--- config.mk ---
export PLATFORM = sky130hd
export DESIGN_NAME = pui_fifo
export DESIGN_NICKNAME = d
export VERILOG_FILES = /design/src/hw/rtl/assert_macros.svh /design/src/hw/rtl/pui_pkg.sv /design/src/hw/rtl/pui_fifo.sv
export SDC_FILE = /design/constraint.sdc
export NUM_CORES = 1
export LEC_CHECK = 0
export BUFFER_PORTS_ARGS = -buffer_cell sky130_fd_sc_hd__buf_2
export CORE_MARGIN = 8
export CORE_UTILIZATION = 40
export CTS_CLUSTER_DIAMETER = 30
export DETAILED_ROUTE_END_ITERATION = 16
export PLACE_DENSITY = 0.56
export SLEW_MARGIN = 25
export SYNTH_ARGS = -nofsm -noshare
export SYNTH_HDL_FRONTEND = slang
export SYNTH_SLANG_ARGS = --single-unit
--- constraint.sdc ---
create_clock -name i_clk -period 2.55 [get_ports i_clk]
set_input_delay 0.1275 -clock i_clk [delete_from_list [all_inputs] [get_ports i_clk]]
set_output_delay 0.1275 -clock i_clk [all_outputs]
set_load 0.005 [all_outputs]
--- src/hw/rtl/assert_macros.svh ---
// assertion macros for the upscaler rtl, used by pui_back
`ifndef ASSERT_MACROS_SVH
`define ASSERT_MACROS_SVH

`ifndef ASSERT_OFF

`define ASSERT_IMPLIES(label, clk, rst_n, ante, cons) \
    label: assert property (@(posedge clk) disable iff (!rst_n) (ante) |-> (cons)) \
        else $error("assertion failed: same-cycle implication");

`define ASSERT_NEXT(label, clk, rst_n, ante, cons) \
    label: assert property (@(posedge clk) disable iff (!rst_n) (ante) |=> (cons)) \
        else $error("assertion failed: next-cycle implication");

`else

`define ASSERT_IMPLIES(label, clk, rst_n, ante, cons)

`define ASSERT_NEXT(label, clk, rst_n, ante, cons)

`endif

`endif

--- src/hw/rtl/pui_pkg.sv ---
// shared types, codes and constants of the palette upscaler
`default_nettype none

package pui_pkg;

    localparam int DEF_SRC_WIDTH    = 320;
    localparam int DEF_SRC_HEIGHT   = 200;
    localparam int DEF_MAX_SCALE    = 16;
    localparam int DEF_PALETTE_SIZE = 256;

    localparam int REQ_W      = 2;
    localparam int FB_W_W     = 13;
    localparam int FB_H_W     = 12;
    localparam int FB_S_W     = 14;
    localparam int CFG_IDX_W  = 2;
    localparam int CFG_DATA_W = 14;
    localparam int FB_ADDR_W  = 25;
    localparam int PIX_W      = 24;
    localparam int OFF_X_W    = 12;
    localparam int OFF_Y_W    = 11;
    localparam int Q_DEPTH    = 4;

    localparam logic [FB_W_W-1:0] RST_FB_WIDTH  = 13'd640;
    localparam logic [FB_H_W-1:0] RST_FB_HEIGHT = 12'd400;
    localparam logic [FB_S_W-1:0] RST_FB_STRIDE = 14'd640;

    typedef enum logic [REQ_W-1:0] {
        REQ_PAL    = 2'd0,
        REQ_SRC    = 2'd1,
        REQ_RENDER = 2'd2
    } t_req;

    typedef enum logic [CFG_IDX_W-1:0] {
        CFG_FB_WIDTH  = 2'd0,
        CFG_FB_HEIGHT = 2'd1,
        CFG_FB_STRIDE = 2'd2,
        CFG_PIX_FMT   = 2'd3
    } t_cfg_idx;

    typedef enum logic [2:0] {
        FS_IDLE,
        FS_MUL,
        FS_ADD,
        FS_PUSH
    } t_front_state;

    typedef struct packed {
        logic [FB_W_W-1:0] fb_width;
        logic [FB_H_W-1:0] fb_height;
        logic [FB_S_W-1:0] fb_stride;
        logic              pixel_format;
    } t_cfg;

    typedef struct packed {
        logic [OFF_X_W-1:0] off_x;
        logic [OFF_Y_W-1:0] off_y;
    } t_geom;

    typedef struct packed {
        logic [FB_ADDR_W-1:0] base;
        logic [PIX_W-1:0]     pix;
        logic                 frame_end;
    } t_span;

endpackage

`default_nettype wire

--- src/hw/rtl/pui_fifo.sv ---
// small queue of span commands between front and back
`default_nettype none

module pui_fifo
    import pui_pkg::*;
#(
    parameter int DEPTH = Q_DEPTH
) (
    input  wire logic i_clk,
    input  wire logic i_rst_n,
    input  wire logic i_push_valid,
    output logic      o_push_ready,
    input  wire t_span i_push_data,
    output logic      o_pop_valid,
    input  wire logic i_pop_ready,
    output t_span     o_pop_data
);

    localparam int PTR_W = $clog2(DEPTH);
    localparam int CNT_W = $clog2(DEPTH + 1);

    t_span            r_mem [DEPTH];
    logic [PTR_W-1:0] r_wptr;
    logic [PTR_W-1:0] r_rptr;
    logic [CNT_W-1:0] r_count;
    logic             push;
    logic             pop;

    assign o_push_ready = (r_count != CNT_W'(DEPTH));
    assign o_pop_valid  = (r_count != '0);
    assign push         = i_push_valid && o_push_ready;
    assign pop          = o_pop_valid && i_pop_ready;
    assign o_pop_data   = r_mem[r_rptr];

    always_ff @(posedge i_clk) begin
        if (push) begin
            r_mem[r_wptr] <= i_push_data;
        end
    end

    always_ff @(posedge i_clk) begin
        if (!i_rst_n) begin
            r_wptr  <= '0;
            r_rptr  <= '0;
            r_count <= '0;
        end else begin
            if (push) begin
                r_wptr <= (r_wptr == PTR_W'(DEPTH - 1)) ? '0 : r_wptr + PTR_W'(1);
            end
            if (pop) begin
                r_rptr <= (r_rptr == PTR_W'(DEPTH - 1)) ? '0 : r_rptr + PTR_W'(1);
            end
            if (push && !pop) begin
                r_count <= r_count + CNT_W'(1);
            end else if (pop && !push) begin
                r_count <= r_count - CNT_W'(1);
            end
        end
    end

endmodule

`default_nettype wire

==> flow_metrics.tcl <==
set metrics [dict create \
    critPathCaptureType "register" \
    startpoint "r_count[0]$_SDFFE_PN0P_" \
    grt_overflow 0 \
    synth.top_cell.area_share_pct 78.13 \
    endpoint "r_count[2]$_SDFFE_PN0P_" \
    grt_max_degree 51 \
    start_util_pct 40.96 \
    multiInputGateArea_um2 1411 \
    syn_to_final_growth_pct 35.33 \
    ys_async_sr_fraction_pct 0 \
    fillers 1435 \
    clk_path_buf_depth 3 \
    pin_count 106 \
    clk_latency_ns 0.49 \
    clk_pin_slew_worst_paths_ns 0.04 \
    crit_fanout 7 \
    cts_resized 0 \
    synth_area_leaders "edfxtp_1 78%, mux4_2 15%, dfxtp_1 2.3%" \
    power.leakage_nw 3.643 \
    antenna_cells 0 \
    synth_top_cell_by_area "edfxtp_1" \
    synth_common_cells "200 x edfxtp_1, 50 x mux4_2, 9 x dfxtp_1" \
    drtIter0Drc 200 \
    ys_seq_area_share_pct 80.47 \
    die_x_um 154.6 \
    grt_pass1_vias 4242 \
    globalplace.congestion 0.7046 \
    final.min_clock_period_ns 2.372 \
    core-area_um2 18770 \
    die_h_um 154.6 \
    rsz0062_at_grt "false" \
    wl_per_cell_um 19.12 \
    rrSetupSlack_ns 0.18 \
    cts_tree "yes" \
    num_rows 50 \
    wl_mm 14.76 \
    h-tree-depth 2 \
    clockRootBuffer "clkbuf_16" \
    yosysMostFrequentCell "edfxtp_1" \
    holdWs_ns 0.1382 \
    drc 0 \
    cts_made_buffers 40 \
    fin_tns_setup_ns 0 \
    slew_headroom_pct 48.42 \
    worstReg2RegStart "r_count[0]$_SDFFE_PN0P_" \
    syn_area_um2 7687 \
    finalPower_mw 11.23 \
    start_kind "register" \
    arrival_ns 2.78 \
    syn_area_per_cell_um2 24.56 \
    skew_ns 0.007646 \
    clkSinkCount 209 \
    hold_viol_final 0 \
    grt_pass1_wl_mm 23.07 \
    synth_cell_type_count 27 \
    ant_nets 0 \
    powerDensity_nw_per_um2 1080 \
    synth_cells 313 \
    drv_slew 0 \
    hp-class "in -> reg" \
    critPathKind "reg -> reg" \
    synth_edf_count 200 \
    status "finished, final reports clean" \
    r2r-end "r_count[2]$_SDFFE_PN0P_" \
    regArea_um2 6191 \
    dp_hpwl_mm 8.509 \
    min_period_over_period_pct 93.02 \
    yosysWarnings 0 \
    worstMarginPinSlew_ns 0.7737 \
    antenna_found_initial 0 \
    io_buffers 105 \
    drtPass1Iterations 4 \
    finalSetupViolCount 0 \
    dieArea_um2 23910 \
    vias 3797 \
    synth_flop_cell "edfxtp_1" \
    required_ns 2.95 \
    ys_seq_elements 209 \
    grtUsageTotal_pct 12.56 \
    ff2ff_path_depth 8 \
    drv_cap 0 \
    vias_per_cell 4.918 \
    max-vdd-ir-drop_uv 762.7 \
    drive_gt1_share_pct 42.38 \
    fin_nets 570 \
    clock.fmax_mhz 421.6 \
    syn_nets 374 \
]
## power by group
group          switching (mW)  total [mW]  internal (mW)
Combinational           0.890        1.89          0.997
Clock                    1.52        5.02           3.50
Sequential              0.145        4.33           4.18
## cells in the final DEF (no fill, tap or decap), types with 2 or more instances in the layout
cell	Yosys	layout
buf_2	0	105
nor2_1	2	2
and3_2	4	4
clkbuf_1	7	7
clkinv_1	0	9
inv_1	3	3
or3_2	2	2
clkinvlp_4	0	3
clkbuf_16	0	41
ha_1	6	6
clkinv_2	0	5
nand2_1	5	5
dlygate4sd3_1	0	54
buf_12	0	4
dfxtp_1	9	7
edfxtp_1	200	200
bufinv_16	0	6
mux2i_1	2	2
nand3_1	2	2
buf_4	5	5
mux4_2	50	50
o21ai_0	3	3
## worst min-delay path by stage
stage / startpoint / end / slack, ns / cells past startpoint
6_report: i_pop_ready / register / 0.14 / 4
5_1_grt: i_pop_ready / register / 0.18 / 4
4_1_cts: i_pop_ready / register / 0.12 / 4
3_5_place_dp: i_push_data[23] / r_mem[0][23]$_DFFE_PP_ / 0.34 / 1
3_3_place_gp: i_push_data[2] / r_mem[3][2]$_DFFE_PP_ / 0.34 / 1
2_1_floorplan: i_push_data[0] / r_mem[0][0]$_DFFE_PP_ / 0.23 / 0
## layer usage
| metal | GRT usage (%) | wire (um) | up-vias |
|---|---|---|---|
| met3 | 4.096 | 904 | 35 |
| met4 | 4.620 | 363 | 0 |
| li1 | - | - | 1730 |
| met2 | 20.39 | 7075 | 120 |
| met5 | 0 | 0 | - |
| met1 | 15.47 | 6413 | 1912 |
## state kept, by name, indices dropped and copies added, names as in the netlist, named ones only
name	flops
r_count	3
r_mem	200
r_rptr	2
r_wptr	2
## worst max-delay path, cell delays in order, from the launching register on
cell and delay [ns]:
dfxtp_1 0.41, or3b_1 0.27, and2_4 0.20, ha_1 0.19, inv_1 0.07, fa_1 0.37
xor2_1 0.19, or3_2 0.41, a21boi_0 0.18
## cell type report
| cell class | instances | area share [%] |
|---|---|---|
| Clock inverter | 23 | 2.514 |
| Clock buffer | 48 | 10.11 |
| Multi-Input combinational cell | 87 | 13.57 |
| Tap cell | 234 | 2.814 |
| Timing Repair Buffer | 168 | 11.38 |
| Sequential cell | 209 | 59.51 |
| Inverter | 3 | 0.1082 |
## kinds of logic (layout without fill, tap and decap cells)
family / count (synthesis) / count (layout) / share of synthesized area, %
multiplexers: 52 / 52 / 14.91
buffers and inverters: 17 / 242 / 1.172
adder cells (fa/ha/maj): 7 / 7 / 1.237
XOR/XNOR: 2 / 2 / 0.2279
AND/OR/NAND/NOR: 20 / 20 / 1.530
flip-flops: 209 / 209 / 80.47
AO/OA/AOI/OAI: 6 / 6 / 0.4557
## timing repair
item	in CTS	in global routing
buffers inserted	0	0
setup endpoints to repair	0	0
endpoints found under the hold margin	206	0
hold buffers	54	0
## through the flow
stage	area (um2)	worst slack, ns	cells	utilization [%]
6_report	10400	0.1780	772	55.43
3_5_place_dp	8549	0.1994	647	45.55
4_1_cts	10400	0.1656	772	55.43
3_3_place_gp	8549	0.3540	647	45.55
5_1_grt	10400	0.01454	772	55.43
2_1_floorplan	7687	0.3460	313	-
No activity file was read; power rests on OpenSTA's default activity.
