[src/hw/rtl/assert_macros.svh]
// assertion macros for the upscaler rtl, used by pui_back
`ifndef ASSERT_MACROS_SVH
`define ASSERT_MACROS_SVH

`ifndef ASSERT_OFF

`define ASSERT_IMPLIES(label, clk, rst_n, ante, cons) \
    label: assert property (@(posedge clk) disable iff (!rst_n) (ante) |-> (cons)) \
        else $error("assertion failed: same-cycle implication");

`define ASSERT_NEXT(label, clk, rst_n, ante, cons) \
    label: assert property (@(posedge clk) disable iff (!rst_n) (ante) |=> (cons)) \
        else $error("assertion failed: next-cycle implication");

`else

`define ASSERT_IMPLIES(label, clk, rst_n, ante, cons)

`define ASSERT_NEXT(label, clk, rst_n, ante, cons)

`endif

`endif

[src/hw/rtl/pui_pkg.sv]
// shared types, codes and constants of the palette upscaler
`default_nettype none

package pui_pkg;

    localparam int DEF_SRC_WIDTH    = 320;
    localparam int DEF_SRC_HEIGHT   = 200;
    localparam int DEF_MAX_SCALE    = 16;
    localparam int DEF_PALETTE_SIZE = 256;

    localparam int REQ_W      = 2;
    localparam int FB_W_W     = 13;
    localparam int FB_H_W     = 12;
    localparam int FB_S_W     = 14;
    localparam int CFG_IDX_W  = 2;
    localparam int CFG_DATA_W = 14;
    localparam int FB_ADDR_W  = 25;
    localparam int PIX_W      = 24;
    localparam int OFF_X_W    = 12;
    localparam int OFF_Y_W    = 11;
    localparam int Q_DEPTH    = 4;

    localparam logic [FB_W_W-1:0] RST_FB_WIDTH  = 13'd640;
    localparam logic [FB_H_W-1:0] RST_FB_HEIGHT = 12'd400;
    localparam logic [FB_S_W-1:0] RST_FB_STRIDE = 14'd640;

    typedef enum logic [REQ_W-1:0] {
        REQ_PAL    = 2'd0,
        REQ_SRC    = 2'd1,
        REQ_RENDER = 2'd2
    } t_req;

    typedef enum logic [CFG_IDX_W-1:0] {
        CFG_FB_WIDTH  = 2'd0,
        CFG_FB_HEIGHT = 2'd1,
        CFG_FB_STRIDE = 2'd2,
        CFG_PIX_FMT   = 2'd3
    } t_cfg_idx;

    typedef enum logic [2:0] {
        FS_IDLE,
        FS_MUL,
        FS_ADD,
        FS_PUSH
    } t_front_state;

    typedef struct packed {
        logic [FB_W_W-1:0] fb_width;
        logic [FB_H_W-1:0] fb_height;
        logic [FB_S_W-1:0] fb_stride;
        logic              pixel_format;
    } t_cfg;

    typedef struct packed {
        logic [OFF_X_W-1:0] off_x;
        logic [OFF_Y_W-1:0] off_y;
    } t_geom;

    typedef struct packed {
        logic [FB_ADDR_W-1:0] base;
        logic [PIX_W-1:0]     pix;
        logic                 frame_end;
    } t_span;

endpackage

`default_nettype wire

[src/hw/rtl/pui_cfg.sv]
// configuration registers with derived scale and centering offsets
`default_nettype none

module pui_cfg
    import pui_pkg::*;
#(
    parameter int SRC_WIDTH  = DEF_SRC_WIDTH,
    parameter int SRC_HEIGHT = DEF_SRC_HEIGHT,
    parameter int MAX_SCALE  = DEF_MAX_SCALE
) (
    input  wire logic                  i_clk,
    input  wire logic                  i_rst_n,
    input  wire logic                  i_cfg_we,
    input  wire logic [CFG_IDX_W-1:0]  i_cfg_idx,
    input  wire logic [CFG_DATA_W-1:0] i_cfg_data,
    output t_cfg                       o_cfg,
    output t_geom                      o_geom,
    output logic [$clog2(MAX_SCALE+1)-1:0] o_scale
);

    localparam int SCALE_W = $clog2(MAX_SCALE + 1);
    localparam int DW_W    = $clog2(SRC_WIDTH * MAX_SCALE + 1);
    localparam int DH_W    = $clog2(SRC_HEIGHT * MAX_SCALE + 1);
    localparam int GX_W    = (DW_W > FB_W_W) ? DW_W : FB_W_W;
    localparam int GY_W    = (DH_W > FB_H_W) ? DH_W : FB_H_W;

    t_cfg               r_cfg;
    logic [SCALE_W-1:0] r_scale;
    logic [SCALE_W-1:0] n_scale;
    t_geom              r_geom;
    t_geom              n_geom;
    logic [MAX_SCALE:1] fits;
    logic [DW_W-1:0]    dst_w;
    logic [DH_W-1:0]    dst_h;
    logic [GX_W-1:0]    gx_w;
    logic [GX_W-1:0]    gx_d;
    logic [GY_W-1:0]    gy_h;
    logic [GY_W-1:0]    gy_d;

    always_ff @(posedge i_clk) begin
        if (!i_rst_n) begin
            r_cfg.fb_width     <= RST_FB_WIDTH;
            r_cfg.fb_height    <= RST_FB_HEIGHT;
            r_cfg.fb_stride    <= RST_FB_STRIDE;
            r_cfg.pixel_format <= 1'b0;
        end else if (i_cfg_we) begin
            unique case (t_cfg_idx'(i_cfg_idx))
                CFG_FB_WIDTH:  r_cfg.fb_width     <= i_cfg_data[FB_W_W-1:0];
                CFG_FB_HEIGHT: r_cfg.fb_height    <= i_cfg_data[FB_H_W-1:0];
                CFG_FB_STRIDE: r_cfg.fb_stride    <= i_cfg_data[FB_S_W-1:0];
                CFG_PIX_FMT:   r_cfg.pixel_format <= i_cfg_data[0];
            endcase
        end
    end

    // scale is the largest k up to MAX_SCALE with both axes at least k times the source, else 1
    always_comb begin
        for (int k = 1; k <= MAX_SCALE; k++) begin
            fits[k] = (32'(r_cfg.fb_width) >= 32'(k * SRC_WIDTH))
                   && (32'(r_cfg.fb_height) >= 32'(k * SRC_HEIGHT));
        end
    end

    always_comb begin
        n_scale = SCALE_W'(1);
        for (int k = 1; k <= MAX_SCALE; k++) begin
            if (fits[k]) begin
                n_scale = SCALE_W'(k);
            end
        end
    end

    always_comb begin
        dst_w = DW_W'(SRC_WIDTH) * DW_W'(r_scale);
        dst_h = DH_W'(SRC_HEIGHT) * DH_W'(r_scale);
        gx_w  = GX_W'(r_cfg.fb_width);
        gx_d  = GX_W'(dst_w);
        gy_h  = GY_W'(r_cfg.fb_height);
        gy_d  = GY_W'(dst_h);
        n_geom.off_x = (gx_w >= gx_d) ? OFF_X_W'((gx_w - gx_d) >> 1) : '0;
        n_geom.off_y = (gy_h >= gy_d) ? OFF_Y_W'((gy_h - gy_d) >> 1) : '0;
    end

    always_ff @(posedge i_clk) begin
        if (!i_rst_n) begin
            r_scale <= SCALE_W'(1);
            r_geom  <= '0;
        end else begin
            r_scale <= n_scale;
            r_geom  <= n_geom;
        end
    end

    assign o_cfg   = r_cfg;
    assign o_geom  = r_geom;
    assign o_scale = r_scale;

endmodule

`default_nettype wire

[config.mk]
export PLATFORM = sky130hd
export DESIGN_NAME = pui_cfg
export DESIGN_NICKNAME = d
export VERILOG_FILES = /design/src/hw/rtl/assert_macros.svh /design/src/hw/rtl/pui_pkg.sv /design/src/hw/rtl/pui_cfg.sv
export SDC_FILE = /design/constraint.sdc
export NUM_CORES = 1
export LEC_CHECK = 0
export BUFFER_PORTS_ARGS = -buffer_cell sky130_fd_sc_hd__buf_4
export CELL_PAD_IN_SITES_DETAIL_PLACEMENT = 2
export CELL_PAD_IN_SITES_GLOBAL_PLACEMENT = 2
export CORE_MARGIN = 3
export CORE_UTILIZATION = 31
export DETAILED_ROUTE_END_ITERATION = 10
export PLACE_DENSITY_LB_ADDON = 0.05
export REMOVE_ABC_BUFFERS = 1
export SLEW_MARGIN = 20
export SYNTH_ARGS = -nofsm -noshare
export SYNTH_HDL_FRONTEND = slang
export SYNTH_SLANG_ARGS = --single-unit
[constraint.sdc]
create_clock -name i_clk -period 3.5 [get_ports i_clk]
set_clock_uncertainty 0.05 [all_clocks]
set_input_delay 0.175 -clock i_clk [delete_from_list [all_inputs] [get_ports i_clk]]
set_output_delay 0.175 -clock i_clk [all_outputs]
set_load 0.03 [all_outputs]
==> results.py <==
metrics = {
    "grt": {
        "grt_use_total_pct": 21.6,
        "gr-total-overflow": 0,
        "grt_max_degree": 30,
        "antenna_found_initial": 0,
        "grt_pass1_wl_mm": 22.4,
        "grt_pass1_vias": 4129,
    },
    "drt": {
        "vias": 3843,
        "dr.first_iter.drc_count": 118,
        "drc": 0,
        "wl_mm": 14.1,
        "firstDrtPassIters": 4,
        "ant_nets": 0,
        "via_per_inst": 5.35,
        "wl_per_cell_um": 19.7,
    },
    "clock_tree": {
        "cts.hold.buffers_added": 0,
        "cts.sinks": 68,
        "cts-root-buf": "clkbuf_16",
        "clkTransAtPathRegs_ns": 0.06,
        "cts_tree": "built",
        "cts_max_level": 3,
        "cts_made_buffers": 9,
        "worstSkewPairLatency_ns": 0.34,
        "clockBufferDepth": 2,
    },
    "yosys": {
        "synth_flop_cell": "dfxtp_1",
        "synthArstFlopShare_pct": 0,
        "synth.avg_cell_area_sq_um": 7.84,
        "synth_cell_types": 54,
        "yosysWarnings": 0,
        "ys_seq_area_share_pct": 35.8,
        "synth-edff-count": 0,
        "synth.ff_latch_count": 68,
        "syn_inst": 485,
        "syn-cell-area_sq_um": 3800,
    },
    "power": {
        "cellLeakagePower_uw": 0.00222,
        "internal_power_uw": 1700,
        "ir_drop_uv": 263,
        "p_sw_share_pct": 32.1,
        "comb_power_share_pct": 26.3,
        "clkPwrFrac_pct": 38.7,
        "p_seq_share_pct": 35.0,
        "power_density_nw_per_um2": 503,
        "power_switching_uw": 801,
    },
    "placed_design": {
        "gp_congestion": 0.852,
        "placed_cells": 700,
        "dpl-instance-area_sq_um": 4600,
        "hpwlAfterDp_mm": 10.3,
        "io_buffers": 86,
    },
    "sta": {
        "final-max-slew-violation-count": 0,
        "setup_tns_ns": 0,
        "max_slew_margin_pct": 43.2,
        "fmax_mhz": 301,
        "setup_violations": 0,
        "tightest_slew_ns": 0.848,
        "fin_crit_sh_pct": 94.8,
        "hold_violations": 0,
        "min_period_ns": 3.32,
        "holdWs_ns": 0.0365,
    },
    "floorplan": {
        "initial_core_util_pct": 32.5,
        "core_sq_um": 11700,
        "dieArea_sq_um": 13600,
        "die_h_um": 117,
        "num_rows": 39,
        "die_w_um": 117,
        "io_pins": 87,
    },
    "min_path": {
        "min_path_type": "input pin to flop",
    },
    "finish": {
        "n_antenna_cell": 0,
        "fin_cells": 718,
        "area_growth_pct": 30.6,
        "drive_gt1_share_pct": 22.3,
        "finalInstanceArea_sq_um": 4970,
        "utilization_pct": 42.4,
        "fin_nets": 629,
    },
    "worst_setup_path": {
        "slowest_delay_ns": 0.34,
        "slowest_stage": "dfxtp_2",
        "crit_top_cell": "ha_1",
        "r2r_slack_ns": 0.18,
        "required_ns": 3.70,
        "cp_data_arrival_time_ns": 3.52,
        "critPathKind": "flop to flop",
        "cp-start-kind": "flop",
        "path_max_fanout": 5,
        "end_kind": "flop",
        "path_cells": "ha_1 -> ha_1 -> ha_1 -> inv_1 -> fa_2 -> inv_1 -> a21o_1 -> a21oi_1 -> xnor2_1 -> ha_1 -> and4b_1 -> nand4_1 -> o21ai_0 -> nand2_1 -> a21boi_4 -> a311oi_2",
    },
    "job": {
        "cap_violations": 0,
    },
    "run_status": {
        "status": "complete, no violations",
    },
}
## critical path: cells and delay by family, from the launching register on
| kind | cells | cell delay [ns] |
|---|---|---|
| flip-flops | 1 | 0.34 |
| adder cells (fa/ha/maj) | 5 | 1.30 |
| AO/OA/AOI/OAI | 5 | 0.89 |
| XOR/XNOR | 1 | 0.11 |
| AND/OR/NAND/NOR | 3 | 0.42 |
| buffers and inverters | 2 | 0.14 |
## sequential cells by signal, summed over array words and instances (netlist names)
register,count
o_geom,23
o_cfg,15
gx_w,13
gy_h,12
o_scale,5
## synth_stat cells, types with 2 or more instances
master    instances  area [sq um]
nand2_1          91           342
dfxtp_1          68          1360
a21oi_1          56           280
ha_1             35           438
inv_1            34           128
nor2_1           34           128
nor3_1           16          80.1
clkbuf_1         13          48.8
nand3_1          13          65.1
buf_2            12          60.1
o21ai_0          12          60.1
nor2b_1          10          62.6
o21a_1            8          60.1
nand4_1           5          31.3
o21ai_1           5          25.0
xor2_1            5          43.8
a21o_1            4          30.0
fa_1              4          80.1
o211ai_1          4          30.0
xnor2_1           4          35.0
a31oi_1           3          18.8
nor3b_1           3          22.5
nor4_1            3          18.8
o22ai_1           3          18.8
a211o_1           2          17.5
a21boi_1          2          15.0
a22oi_1           2          15.0
a41o_1            2          20.0
and2_1            2          12.5
nand3b_1          2          15.0
o311ai_0          2          17.5
o311ai_1          2          17.5
o31ai_1           2          15.0
or2_2             2          12.5
## metrics by stage
stage	setup slack [ns]	total power [uW]
detailed placement	-0.0446	1520
CTS	0.0253	2510
global route	-0.0224	2630
finish	0.181	2500
global placement	0.160	1500
floorplan	0.0469	1270
## placed cells by master (no fill, tap or decap), types with 9 or more instances in the layout
master     synthesis  routed
nor2b_1           10      10
nand3_1           13      13
inv_1             34      34
ha_1              35      35
buf_4              1     101
o21ai_0           12      12
clkbuf_16          0       9
a21oi_1           56      56
dfxtp_1           68      66
nand2_1           91      91
nor3_1            16      14
nor2_1            34      34
## worst paths after layout
check,start,endpoint,cells after the start
max,o_scale[1],o_geom[8],16
min,i_cfg_data[13],o_cfg[14],3
max reg2reg,o_scale[1],o_geom[8],16
min reg2reg,o_cfg[2],o_cfg[2],2
## power by group through the flow
stage	Clock [uW]	Combinational [uW]	Sequential, uW
after CTS	994	641	875
after floorplan	0	268	1000
after detailed placement	0	626	891
after global routing	1030	723	883
after global placement	0	608	888
final	968	656	874
## logic make-up (layout without fill, tap and decap cells)
kind of cell / after synthesis / in the layout / synth area share, %
AO/OA/AOI/OAI: 119 / 120 / 19.4
adder cells (fa/ha/maj): 39 / 39 / 13.6
buffers and inverters: 62 / 151 / 6.81
XOR/XNOR: 9 / 9 / 2.07
multiplexers: 1 / 1 / 0.263
flip-flops: 68 / 68 / 35.8
AND/OR/NAND/NOR: 187 / 187 / 22.0
## metal layers
metal / part of all wire [%] / vias up / global-route usage [%] / wire length, um
met1: 46 / 1909 / 27.9 / 6500
met3: 3.5 / 20 / 3.78 / 498
met5: 0 / - / 0 / 0
met4: 1.5 / 0 / 7.26 / 212
met2: 49 / 71 / 36.3 / 6940
li1: - / 1843 / - / -
## final cells by class
class	count	area, sq um
inverter	35	131
timing repair buffer	101	758
multi-input combinational	356	2230
sequential	68	1360
clock inverter	5	77.6
fill	1354	6750
clock buffer	10	229
tap	143	179
## repair_timing
action,4_1_cts,5_1_grt
gates cloned,0,1
buffers inserted,0,2
pin swaps,0,1
resized for setup,1,7
setup endpoints to repair,10,10
Power figures use the tool's default switching activity.
