--- config.mk ---
export PLATFORM = sky130hd
export DESIGN_NAME = pui_back
export DESIGN_NICKNAME = d
export VERILOG_FILES = /design/src/hw/rtl/pui_pkg.sv /design/src/hw/rtl/pui_back.sv
export VERILOG_INCLUDE_DIRS = /design/src /design/src/hw/rtl
export SDC_FILE = /design/constraint.sdc
export NUM_CORES = 1
export LEC_CHECK = 0
export BUFFER_PORTS_ARGS = -buffer_cell sky130_fd_sc_hd__buf_2
export CAP_MARGIN = 15
export CORE_AREA = 4 4 106 108
export DETAILED_ROUTE_END_ITERATION = 10
export DIE_AREA = 0 0 110 112
export SYNTH_ARGS = -nofsm -noshare
export SYNTH_HDL_FRONTEND = slang
export SYNTH_SLANG_ARGS = --single-unit
--- constraint.sdc ---
create_clock -name i_clk -period 5 [get_ports i_clk]
set_input_delay 0.5 -clock i_clk [delete_from_list [all_inputs] [get_ports i_clk]]
set_output_delay 0.5 -clock i_clk [all_outputs]
set_load 0.05 [all_outputs]
--- src/hw/rtl/assert_macros.svh ---
// assertion macros for the upscaler rtl, used by pui_back
`ifndef ASSERT_MACROS_SVH
`define ASSERT_MACROS_SVH

`ifndef ASSERT_OFF

`define ASSERT_IMPLIES(label, clk, rst_n, ante, cons) \
    label: assert property (@(posedge clk) disable iff (!rst_n) (ante) |-> (cons)) \
        else $error("assertion failed: same-cycle implication");

`define ASSERT_NEXT(label, clk, rst_n, ante, cons) \
    label: assert property (@(posedge clk) disable iff (!rst_n) (ante) |=> (cons)) \
        else $error("assertion failed: next-cycle implication");

`else

`define ASSERT_IMPLIES(label, clk, rst_n, ante, cons)

`define ASSERT_NEXT(label, clk, rst_n, ante, cons)

`endif

`endif

--- src/hw/rtl/pui_pkg.sv ---
// shared types, codes and constants of the palette upscaler
`default_nettype none

package pui_pkg;

    localparam int DEF_SRC_WIDTH    = 320;
    localparam int DEF_SRC_HEIGHT   = 200;
    localparam int DEF_MAX_SCALE    = 16;
    localparam int DEF_PALETTE_SIZE = 256;

    localparam int REQ_W      = 2;
    localparam int FB_W_W     = 13;
    localparam int FB_H_W     = 12;
    localparam int FB_S_W     = 14;
    localparam int CFG_IDX_W  = 2;
    localparam int CFG_DATA_W = 14;
    localparam int FB_ADDR_W  = 25;
    localparam int PIX_W      = 24;
    localparam int OFF_X_W    = 12;
    localparam int OFF_Y_W    = 11;
    localparam int Q_DEPTH    = 4;

    localparam logic [FB_W_W-1:0] RST_FB_WIDTH  = 13'd640;
    localparam logic [FB_H_W-1:0] RST_FB_HEIGHT = 12'd400;
    localparam logic [FB_S_W-1:0] RST_FB_STRIDE = 14'd640;

    typedef enum logic [REQ_W-1:0] {
        REQ_PAL    = 2'd0,
        REQ_SRC    = 2'd1,
        REQ_RENDER = 2'd2
    } t_req;

    typedef enum logic [CFG_IDX_W-1:0] {
        CFG_FB_WIDTH  = 2'd0,
        CFG_FB_HEIGHT = 2'd1,
        CFG_FB_STRIDE = 2'd2,
        CFG_PIX_FMT   = 2'd3
    } t_cfg_idx;

    typedef enum logic [2:0] {
        FS_IDLE,
        FS_MUL,
        FS_ADD,
        FS_PUSH
    } t_front_state;

    typedef struct packed {
        logic [FB_W_W-1:0] fb_width;
        logic [FB_H_W-1:0] fb_height;
        logic [FB_S_W-1:0] fb_stride;
        logic              pixel_format;
    } t_cfg;

    typedef struct packed {
        logic [OFF_X_W-1:0] off_x;
        logic [OFF_Y_W-1:0] off_y;
    } t_geom;

    typedef struct packed {
        logic [FB_ADDR_W-1:0] base;
        logic [PIX_W-1:0]     pix;
        logic                 frame_end;
    } t_span;

endpackage

`default_nettype wire

--- src/hw/rtl/pui_back.sv ---
// back end: expands span commands into pixel beats behind an output register
`default_nettype none

`include "assert_macros.svh"

module pui_back
    import pui_pkg::*;
#(
    parameter int MAX_SCALE = DEF_MAX_SCALE
) (
    input  wire logic                  i_clk,
    input  wire logic                  i_rst_n,
    input  wire logic [$clog2(MAX_SCALE+1)-1:0] i_scale,
    input  wire logic                  i_span_valid,
    output logic                       o_span_ready,
    input  wire t_span                 i_span,
    output logic                       o_out_valid,
    input  wire logic                  i_out_ready,
    output logic [FB_ADDR_W-1:0]       o_fb_addr,
    output logic [PIX_W-1:0]           o_pixel_value,
    output logic                       o_span_last,
    output logic                       o_frame_done
);

    localparam int SCALE_W = $clog2(MAX_SCALE + 1);

    logic               r_busy;
    logic [SCALE_W-1:0] r_k;
    t_span              r_span;
    logic               r_out_valid;
    logic [FB_ADDR_W-1:0] r_addr;
    logic [PIX_W-1:0]   r_pix;
    logic               r_last;
    logic               r_done;
    logic               adv;
    logic               last;
    logic               pop;

    assign adv          = r_busy && (!r_out_valid || i_out_ready);
    assign last         = (r_k == i_scale - SCALE_W'(1));
    assign o_span_ready = !r_busy || (adv && last);
    assign pop          = i_span_valid && o_span_ready;

    always_ff @(posedge i_clk) begin
        if (!i_rst_n) begin
            r_busy      <= 1'b0;
            r_k         <= '0;
            r_out_valid <= 1'b0;
        end else begin
            if (adv) begin
                r_out_valid <= 1'b1;
            end else if (i_out_ready) begin
                r_out_valid <= 1'b0;
            end
            if (pop) begin
                r_busy <= 1'b1;
                r_k    <= '0;
            end else if (adv && last) begin
                r_busy <= 1'b0;
            end else if (adv) begin
                r_k <= r_k + SCALE_W'(1);
            end
        end
    end

    always_ff @(posedge i_clk) begin
        if (pop) begin
            r_span <= i_span;
        end
        if (adv) begin
            r_addr <= r_span.base + FB_ADDR_W'(r_k);
            r_pix  <= r_span.pix;
            r_last <= last;
            r_done <= last && r_span.frame_end;
        end
    end

    assign o_out_valid   = r_out_valid;
    assign o_fb_addr     = r_addr;
    assign o_pixel_value = r_pix;
    assign o_span_last   = r_last;
    assign o_frame_done  = r_done;

    `ASSERT_IMPLIES(a_done_on_last, i_clk, i_rst_n, r_out_valid && r_done, r_last)
    `ASSERT_IMPLIES(a_k_in_span, i_clk, i_rst_n, r_busy, r_k < i_scale)
    `ASSERT_NEXT(a_busy_holds, i_clk, i_rst_n, r_busy && !(adv && last), r_busy)

endmodule

`default_nettype wire

==> summary.md, run 1 <==
| Metric | Value |
|---|---|
| Status | completed |
| Peak supply drop | 0.000187 V |
| Vias after detailed routing | 2214 |
| Final setup violating endpoints | 0 |
| Leading register cell type out of synthesis | edfxtp_1 |
| Post-CTS Setup Inserts | 0 |
| Root buffer cell | clkbuf_8 |
| Post-synth EDFFs | 101 |
| ANT cells | 0 |
| Sink Count | about 110 |
| Iteration-0 DRC Markers | 60 |
| Wire per inst | ~14 um |
| Synth Warn # | 0 |
| Core area | between 0.01 and 0.015 sq mm |
| Clk buf depth | 2 |
| Cell Area, Synth | approximately 0.004 sq mm |
| Slowest-stage cell, CP | a311oi_2 |
| Required time at the worst-slack endpoint | approximately 4500 ps |
| Synth Register Bits | approximately 110 |
| Final-report max-slew violation count | 0 |
| Tcrit/Tclk final | a little under two thirds |
| F_max | between 300 and 400 MHz |
| Yosys top cell area share | about 75% |
| Final wirelength | 7050 um |
| PnR worst setup slack | ~1800 ps |
| Crit path arrival time | between 2000 and 3000 ps |
| Slowest stage delay, CP | approximately 800 ps |
| Placed Cells | 475 |
| Crit-path leading delay family | compound AO/OA/AOI/OAI gates |
| Storage element area | 0.00317 sq mm |
| Final-stage net count | around 420 |
| Top Ports | 112 |
| Post-synth ARST share | 0% |
| Row cnt | 37 |
| Share of layout cells above drive strength 1 | a little under two fifths |
| Clk_lat worst skew | between 300 and 400 ps |
| Leading area contributor after synthesis | edfxtp_1 |
| Largest family of logic cells by synthesized area | simple AND/OR/NAND/NOR gates |
| Final hold viol count | 0 |
| CP Cell Sequence | buf_2 -> inv_1 -> ha_1 -> nor2b_1 -> or3_1 -> a311oi_2 -> a21o_4 -> buf_2 |
| Initial antenna violation count | 0 |
| Cts hold-fix bufs | 0 |
| Fin crit period | roughly 3200 ps |
| Number of global-route vias before repair | roughly 2300 |
| Overall power | 1850 uW |
| Unrepaired setup endpoints after global routing | no |
| 1st-pass router iterations | 4 |
| Util after Layout | roughly half |
| DIE AREA | about 0.012 sq mm |
| Die Width | ~110 um |
| Critical Path End Type | output port |
| Multiplexer area fraction after synthesis | 0% |
| Die Ht | 112 um |
| GR Util All Layers | approximately an eighth |
| Maximum capacitance violations | 0 |
| Clk pin slew, worst setup/hold paths | around 100 ps |
| Area Overhead vs Synth | 23.6% |
| First-pass GRT wire length | about 11000 um |
| Power per cell area | 370 mW/mm^2 |
| Worst-margin pin slew | between 1000 and 1500 ps |
| Synth Area in Compound Gates | around 4.4% |
| Dpl ws | about 1200 ps |
| Synth Area in Simple Gates | around 7% |
| Most frequent cells in the layout | buf_2 (111), edfxtp_1 (101), xnor2_1 (19) |
| Distinct cell type count after synthesis | 39 |
| Post-DP HPWL | between 5000 and 6000 um |
| Sequential element share of the synthesized area | around four fifths |
| Gpl congestion | ~0.72 |
| Routed Antenna Nets | 0 |
| Crit start category | input port |
| Pin count of the biggest net entering global routing | 53 |
| Bufs and invs on worst path | 3 |
| Synth top area cells | edfxtp_1 (75%), xnor2_1 (4.1%), dfxtp_1 (3.5%) |
| H-tree levels | 3 |
| Rel. slew slack | 27.3% |
| Setup Crit Path Kind | input port to output port |
| Hold Crit Class | input port to register |
| Setup TNS | 0 ps |
| Via density | about 4.5 |
| Most common cell on crit path | buf_2 |
| P_leak | 0.00191 uW |
| Post-cts resize count | 0 |
| Max FO, Critical Path | 14 |
| Clk_skew | around 13 ps |
| Avg Synthesized Cell Area | 17.6 sq um |
| Synth Area in Adders | under 10% |
| Initial Util | between 30% and 40% |
| Fillers | a little over 900 |
| # port buffers | about 110 |
| CTS Buf Count | 9 |
| Multi-input logic area | just over 800 sq um |
| Xor/xnor cell area share of the yosys netlist | under 10% |
| Most common cell after layout, fill and taps aside | buf_2 |
| CTS tree | done |
| Syn nets | 297 |
| Non-filler cells, final | 492 |
| Residual DRC | 0 |
| Congestion Overflow GR | 0 |
| Syn Inst Count | 230 |
-- through the flow --
| step | cell area, sq um | hold slack (ps) |
|---|---|---|
| 2_1_floorplan | 4040 | 400 |
| 3_3_place_gp | 4760 | 400 |
| 3_5_place_dp | 4760 | 405 |
| 4_1_cts | 4980 | 300 |
| 5_1_grt | 5000 | 292 |
| 6_report | 5000 | 317 |
-- worst paths after layout --
check	start	endpoint	slack [ps]	cells after the start
hold reg to reg	r_span[16]	o_pixel_value[15]	430	0
hold / removal	i_span[20]	r_span[20]	320	1
setup / recovery	i_scale[0]	o_span_ready	1830	8
setup reg to reg	r_k[2]	r_span[25]	2050	6
-- registers in the layout, indices dropped and copies added (netlist names) --
register / cells
r_k: 5
o_pixel_value: 24
o_out_valid: 1
r_span: 50
o_frame_done: 1
r_busy: 1
o_fb_addr: 25
o_span_last: 1
-- Yosys cell counts (all sizes together), types with 2 or more instances --
master and n:
edfxtp 101, xnor2 19, nand3 11, inv 9, xor2 9, a21oi 8, dfxtp 7, ha 7
nand2 7, o21ai 6, nor2 5, nand4 4, and2 3, and3 3, o31ai 3, or4 3
a21boi 2, a21o 2, and4 2, nor2b 2, nor3 2, or3 2
-- routing by layer --
layer / vias up / wire length [um] / track usage, %
met4: 0 / 118 / 4.24
met3: 10 / 643 / 4.46
met1: 1012 / 3000 / 14.9
met2: 76 / 3290 / 18.4
li1: 1116 / - / -
met5: - / 0 / 0
-- power by group --
part | switching (uW) | internal [uW]
sequential | 19.0 | 1050
clock | 287 | 288
combinational | 150 | 53.1
-- cell families after synthesis --
family                   after synthesis
AO/OA/AOI/OAI                         25
XOR/XNOR                              28
adder cells (fa/ha/maj)                8
buffers and inverters                 11
flip-flops                           108
AND/OR/NAND/NOR                       50
-- worst register-to-register path: stages (launching register included) --
cell,delay (ps)
dfxtp_1,470
nor4bb_1,340
o211ai_1,130
a311oi_2,780
a21o_4,230
and2_2,390
buf_12,280
-- area by class of cell --
cell class                 count  area share [%]
multi-input combinational    111            16.5
clock inverter                 6            1.90
clock buffer                  10            2.55
sequential                   108            63.5
timing repair buffer         112            11.5
inverter                       9           0.676
tap                          136            3.40
No activity file was read; power rests on OpenSTA's default activity.
==> run 2, diff against run 1 <==
Clock period 5 ns to 2.93 ns, I/O delays scaled along.
==> run 2 against run 1 <==
Net effect:
- sequential share of layout area shrank 0.28 points
- non-clock buffer count grew 4
- largest cell class unchanged
- clock power grew 58%
- sequential cell count is the same
- cell area grew 0.45%
- wire length grew 1.1%
- count of clock-buffer cells in the layout shrank 1
- critical path depth shrank 3
==> summary.md, run 2 (same netlist as run 1, synthesis figures left out) <==
| Metric | Value |
|---|---|
| Status | completed |
| Slowest stage delay, CP | 480 ps (-320 ps) |
| Required time at the worst-slack endpoint | 2640 ps (-1860 ps) |
| Setup Crit Path Kind | register to output port |
| Number of global-route vias before repair | 2230 (-1.2%) |
| Tcrit/Tclk final | around four fifths |
| Top Ports | 112 (unchanged) |
| CTS tree | done |
| Pin count of the biggest net entering global routing | 35 (-34%) |
| Worst-margin pin slew | 741 ps (-350 ps) |
| Residual DRC | 0 (unchanged) |
| Vias after detailed routing | 2241 (+1.2%) |
| DIE AREA | 0.0123 sq mm (unchanged) |
| Routed Antenna Nets | 0 (unchanged) |
| Sink Count | 108 (unchanged) |
| Post-DP HPWL | 5280 um (+5.4%) |
| Reg power frac | 59.2% (+1.3 points) |
| Maximum capacitance violations | 0 (unchanged) |
| CTS Buf Count | 9 (unchanged) |
| Most frequent cells in the layout | buf_2 (111), edfxtp_1 (101), xnor2_1 (19) |
| Clk_lat worst skew | 360 ps (about the same) |
| Gpl congestion | 0.687 (-5.2%) |
| Post-cts resize count | 0 (unchanged) |
| Crit start category | register |
| Part of the power in the clock network | 29.3% (-1.8 points) |
| Via density | 4.52 (+0.40%) |
| Power per cell area | 615 mW/mm^2 (+66%) |
| Max FO, Critical Path | 8 (-6) |
| Hold Crit Class | input port to register |
| Clk pin slew, worst setup/hold paths | 110 ps (about the same) |
| Wire per inst | 14.4 um (+0.28%) |
| Final wirelength | 7130 um (+1.1%) |
| Max FFs per register | 50 (unchanged) |
| Row cnt | 37 (unchanged) |
| Final-report max-slew violation count | 0 (unchanged) |
| Fin crit period | 2370 ps |
| Most common cell after layout, fill and taps aside | buf_2 |
| Fillers | 919 (-0.43%) |
| Peak supply drop | 0.000308 V (+64%) |
| Congestion Overflow GR | 0 (unchanged) |
| Clk_skew | 11.8 ps (-0.943 ps) |
| Crit-path leading delay family | compound AO/OA/AOI/OAI gates |
| Die Width | 110 um (unchanged) |
| Biggest register | r_span |
| Critical Path End Type | output port |
| Cts hold-fix bufs | 0 (unchanged) |
| H-tree levels | 3 (unchanged) |
| Part of the power in combinational logic | 11.5% (+0.5 points) |
| Area Overhead vs Synth | 24.2% |
| Iteration-0 DRC Markers | 76 (+27%) |
| Final setup violating endpoints | 0 (unchanged) |
| Int Pwr | 2240 uW (+61%) |
| Final-stage net count | 422 (+0.96%) |
| Unrepaired setup endpoints after global routing | no |
| Crit path arrival time | 2080 ps (-590 ps) |
| Switching power | 850 uW (+86%) |
| Root buffer cell | clkbuf_8 |
| GR Util All Layers | 12.2% (+0.45 points) |
| Initial antenna violation count | 1 (+1) |
| First-pass GRT wire length | 11400 um (+2.6%) |
| Rel. slew slack | 50.2% (+23 points) |
| Core area | 0.0102 sq mm (unchanged) |
| ANT cells | 0 (unchanged) |
| Bufs and invs on worst path | 1 (-2) |
| 1st-pass router iterations | 4 (unchanged) |
| F_max | 422 MHz |
| Initial Util | 39.5% (unchanged) |
| Final hold viol count | 0 (unchanged) |
| Clk buf depth | 2 (unchanged) |
| P_leak | 0.00192 uW (+0.78%) |
| Net Sw Frac | 27.5% (+2.9 points) |
| Post-CTS Setup Inserts | 0 (unchanged) |
| Util after Layout | 49.1% (+0.22 points) |
| Setup TNS | 0 ps (unchanged) |
| # port buffers | 111 (unchanged) |
| Share of layout cells above drive strength 1 | 38.3% (+0.97 points) |
| Die Ht | 112 um (unchanged) |
| Slowest-stage cell, CP | dfxtp_1 |
| CP Cell Sequence | nor4bb_1 -> o211ai_1 -> a311oi_2 -> a21o_4 -> buf_2 |
==> run 2: power by group through the flow <==
stage | Clock, uW | Combinational [uW] | Sequential (uW)
6_report | 906 | 354 | 1830
5_1_grt | 1020 | 380 | 1840
4_1_cts | 937 | 360 | 1830
3_5_place_dp | 0 | 359 | 1860
3_3_place_gp | 0 | 355 | 1860
2_1_floorplan | 0 | 87.8 | 2010
==> run 2: final timing paths <==
path                            cells past startpoint               end  slack [ps]       start
worst max-delay path                                5      o_span_ready         560      r_k[2]
worst min-delay path                                1        r_span[37]         100  i_span[37]
worst max register to register                      7     o_fb_addr[24]         570      r_k[0]
worst min register to register                      0  o_pixel_value[3]         430   r_span[4]
==> run 2: through the flow <==
stage / instances / worst slack (ps) / instance area, sq um / hold WS, ps / power (uW)
final: 496 / 562 / 5020 / 98.2 / 3090
after global routing: 496 / 377 / 5020 / 59.6 / 3240
after CTS: 496 / 532 / 5020 / 77.5 / 3120
after detailed placement: 480 / 447 / 4810 / 405 / 2220
after global placement: 480 / 524 / 4810 / 401 / 2220
after floorplan: 230 / 68.7 / 4050 / 392 / 2100
==> run 2: routing by layer <==
| layer | track usage (%) | up-vias | wire length, um |
|---|---|---|---|
| met1 | 16.2 | 1019 | 3030 |
| met3 | 4.81 | 14 | 668 |
| met5 | 0 | - | 9 |
| met2 | 18.4 | 82 | 3310 |
| met4 | 3.91 | 2 | 118 |
| li1 | - | 1124 | - |
==> run 2: area by class of cell <==
type / instances / area, sq um / area share (%)
clock buffers: 9 / 124 / 2.47
clock inverters: 7 / 91.3 / 1.82
inverters: 9 / 33.8 / 0.673
multi-input cells: 111 / 823 / 16.4
flip-flops and latches: 108 / 3170 / 63.2
well taps: 136 / 170 / 3.39
repair buffers: 116 / 606 / 12.1
==> run 3, diff against run 2 <==
Settings changed: ABC_AREA from default to 1, CORE_AREA 4 4 106 108 to 4 4 111 113, DIE_AREA 0 0 110 112 to 0 0 115 117.
Clock period 2.93 ns to 2.3 ns, I/O delays scaled along.
==> run 3 against run 2 <==
Net effect:
- global-route usage grew 0.51 points
- non-clock buffer count is 2 lower
- cell area grew 9.4%
- sequential cell count unchanged
- largest cell class unchanged
- largest power group unchanged
- highest routed layer unchanged
==> summary.md, run 3 <==
| Metric | Value |
|---|---|
| Cell Area, Synth | 0.00441 sq mm (+9.1%) |
| Maximum capacitance violations | 0 (unchanged) |
| Reg2reg end | o_fb_addr[6] |
| FF-to-FF path depth | 7 (unchanged) |
| Biggest register | r_span |
| Residual DRC | 0 (unchanged) |
| Peak supply drop | 0.000403 V (+31%) |
| Via density | 4.54 (+0.44%) |
| Wire per inst | 13.8 um (-3.9%) |
| Most frequent cells in the layout | buf_2 (111), edfxtp_1 (101), nand2_1 (71) |
| H-tree levels | 3 (unchanged) |
| Post-synth EDFFs | 101 (unchanged) |
| Synth Area in Simple Gates | 15.6% (+8.4 points) |
| Distinct cell type count after synthesis | 25 (-36%) |
| Routed Antenna Nets | 0 (unchanged) |
| Max FO, Critical Path | 6 (-2) |
| Clk pin slew, worst setup/hold paths | 70 ps (-40 ps) |
| Multiplexer area fraction after synthesis | 0% (unchanged) |
| Core area | 0.0113 sq mm (+11%) |
| Count leader, synth | edfxtp_1 |
| Rel. slew slack | 73.4% (+23 points) |
| DIE AREA | 0.0135 sq mm (+9.2%) |
| Number of global-route vias before repair | 2745 (+23%) |
| Commonest cells in the synthesized netlist | edfxtp_1 (101), nand2_1 (71), inv_1 (32), nand3_1 (22), xor2_1 (16) |
| Synth Area in Compound Gates | 1.82% (-2.6 points) |
| Synth top area cells | edfxtp_1 (69%), nand2_1 (6.0%), dfxtp_1 (3.2%) |
| Largest family of logic cells by synthesized area | simple AND/OR/NAND/NOR gates |
| Initial antenna violation count | 1 (unchanged) |
| Setup Crit Path Kind | register to register |
| ANT cells | 0 (unchanged) |
| Final-stage net count | 525 (+24%) |
| Cts hold-fix bufs | 0 (unchanged) |
| Final wirelength | 8370 um (+17%) |
| Area Overhead vs Synth | 24.5% |
| Hold Crit Class | input port to register |
| Max FFs per register | 50 (unchanged) |
| Crit start category | register |
| Syn nets | 400 (+35%) |
| Slowest-stage cell, CP | fa_1 |
| CTS Buf Count | 9 (unchanged) |
| Worst Min Path Start | i_span[47] |
| Post-synth ARST share | 0% (unchanged) |
| Storage element area | 0.00317 sq mm (unchanged) |
| First-pass GRT wire length | 13100 um (+16%) |
| Avg Synthesized Cell Area | 13.2 sq um (-25%) |
| Share of layout cells above drive strength 1 | 35.4% (-2.9 points) |
| Slowest stage delay, CP | 410 ps (-70 ps) |
| Critical Path End Type | register |
| Required time at the worst-slack endpoint | 2380 ps (-260 ps) |
| Synth Warn # | 0 (unchanged) |
| Die Ht | 117 um (+4.5%) |
| Post-DP Area | 0.00518 sq mm (+7.8%) |
| Fillers | 1029 (+12%) |
| Iteration-0 DRC Markers | 92 (+21%) |
| Multi-input logic area | 0.00109 sq mm (+32%) |
| # port buffers | 111 (unchanged) |
| Unrepaired setup endpoints after global routing | no |
| Pin count of the biggest net entering global routing | 51 (+46%) |
| CTS tree | done |
| Final hold viol count | 0 (unchanged) |
| Clk_skew | 8.93 ps (-2.88 ps) |
| Status | completed |
| Final-report max-slew violation count | 0 (unchanged) |
| Sink Count | 108 (unchanged) |
| Leading register cell type out of synthesis | edfxtp_1 |
| Worst-margin pin slew | 400 ps (-342 ps) |
| Sequential element share of the synthesized area | 71.9% (-6.5 points) |
| Final setup violating endpoints | 0 (unchanged) |
| Hold slack | 60.6 ps (-37.5 ps) |
| Root buffer cell | clkbuf_16 |
| Power per cell area | 798 mW/mm^2 (+30%) |
| Xor/xnor cell area share of the yosys netlist | 4.77% (-1.3 points) |
| Fin crit period | about 2000 ps |
| Setup TNS | 0 ps (unchanged) |
| Row cnt | 39 (+5.4%) |
| Yosys top cell area share | 68.8% (-6.2 points) |
| P_leak | 0.00230 uW (+20%) |
| Most common cell after layout, fill and taps aside | buf_2 |
| Crit path arrival time | 2090 ps (about the same) |
| GR Util All Layers | 12.7% (+0.51 points) |
| Top Ports | 112 (unchanged) |
| Synth Register Bits | 108 (unchanged) |
| Tcrit/Tclk final | between 80% and 90% |
| 1st-pass router iterations | 4 (unchanged) |
| CP Cell Sequence | ha_2 -> fa_1 -> nand3_1 -> nand2_1 -> a21oi_1 -> nor2_1 -> xor2_1 |
| Synth Area in Adders | 2.44% (-0.22 points) |
| Origin of the critical flop-to-flop path | r_k[0] |
| Post-route design area | 0.00549 sq mm (+9.4%) |
| F_max | approximately 500 MHz |
| Die Width | 115 um (+4.5%) |
| Hold Crit Endpoint | r_span[47] |
| Gpl congestion | 0.857 (+25%) |
| Clk_lat worst skew | 340 ps (-20 ps) |
| Congestion Overflow GR | 0 (unchanged) |
| Post-CTS Setup Inserts | 0 (unchanged) |
| Hold Path Depth | 1 (unchanged) |
| Post-DP HPWL | 6500 um (+23%) |
| Reg2reg setup slack | 290 ps (-280 ps) |
| Syn Inst Count | 333 (+45%) |
| Clk buf depth | 2 (unchanged) |
| Leading area contributor after synthesis | edfxtp_1 |
| Initial Util | 39.0% (-0.57 points) |
| Vias after detailed routing | 2750 (+23%) |
==> run 3: worst max path at each step <==
stage	startpoint	to	slack [ps]
floorplan	i_scale[1]	r_span[0]	180
global placement	r_k[0]	o_fb_addr[10]	280
detailed placement	r_k[0]	o_fb_addr[10]	220
CTS	r_k[0]	o_fb_addr[10]	210
global route	r_k[0]	o_fb_addr[10]	70
finish	r_k[0]	o_fb_addr[6]	290
==> run 3: repair_timing <==
action | 4_1_cts | 5_1_grt
gates resized for setup | 0 | 1
setup endpoints to repair | 0 | 1
endpoints found under the hold margin | 0 | 0
==> run 3: power breakdown <==
group	switching, uW	total [uW]	internal, uW
sequential	48.9	2330	2280
combinational	356	479	123
clock	702	1570	870
==> run 3: layout make-up <==
type | count | area share (%)
Sequential cell | 108 | 57.8
Multi-Input combinational cell | 185 | 19.8
Timing Repair Buffer | 114 | 10.8
Clock buffer | 10 | 4.17
Tap cell | 143 | 3.26
Inverter | 40 | 2.78
Clock inverter | 6 | 1.44
==> run 3: metal layers <==
layer | wire length, um | GRT usage, % | part of all wire (%) | vias up
li1 | - | - | - | 1393
met2 | 4250 | 21.6 | 51 | 88
met1 | 3200 | 14.4 | 38 | 1254
met5 | 13 | 0 | 0.16 | -
met3 | 815 | 5.81 | 9.7 | 13
met4 | 93 | 4.07 | 1.1 | 2
==> run 3: metrics by stage <==
step                      instances  setup slack (ps)  utilization [%]  power [uW]
after floorplan                 333               180                -        2700
after global placement          590               283             45.8        2860
after detailed placement        590               224             45.8        2870
after CTS                       606               213             48.5        4440
after global routing            606              65.8             48.5        4570
final                           606               290             48.5        4380
==> run 3: critical path, delay by kind of cell, from the launching register on <==
family	cells	cell delay [ps]
compound gates	1	230
fa+ha+maj	2	660
simple gates	3	360
flops	1	370
xor+xnor	1	150
==> run 3: logic make-up (layout without fill, tap and decap cells) <==
logic type / count (synthesis) / count (layout)
and+or+nand+nor: 143 / 143
DFF: 108 / 108
buffers and inverters: 40 / 170
xor gates and xnor gates: 24 / 24
AOI/OAI and AO/OA: 10 / 10
adders and majority gates: 8 / 8
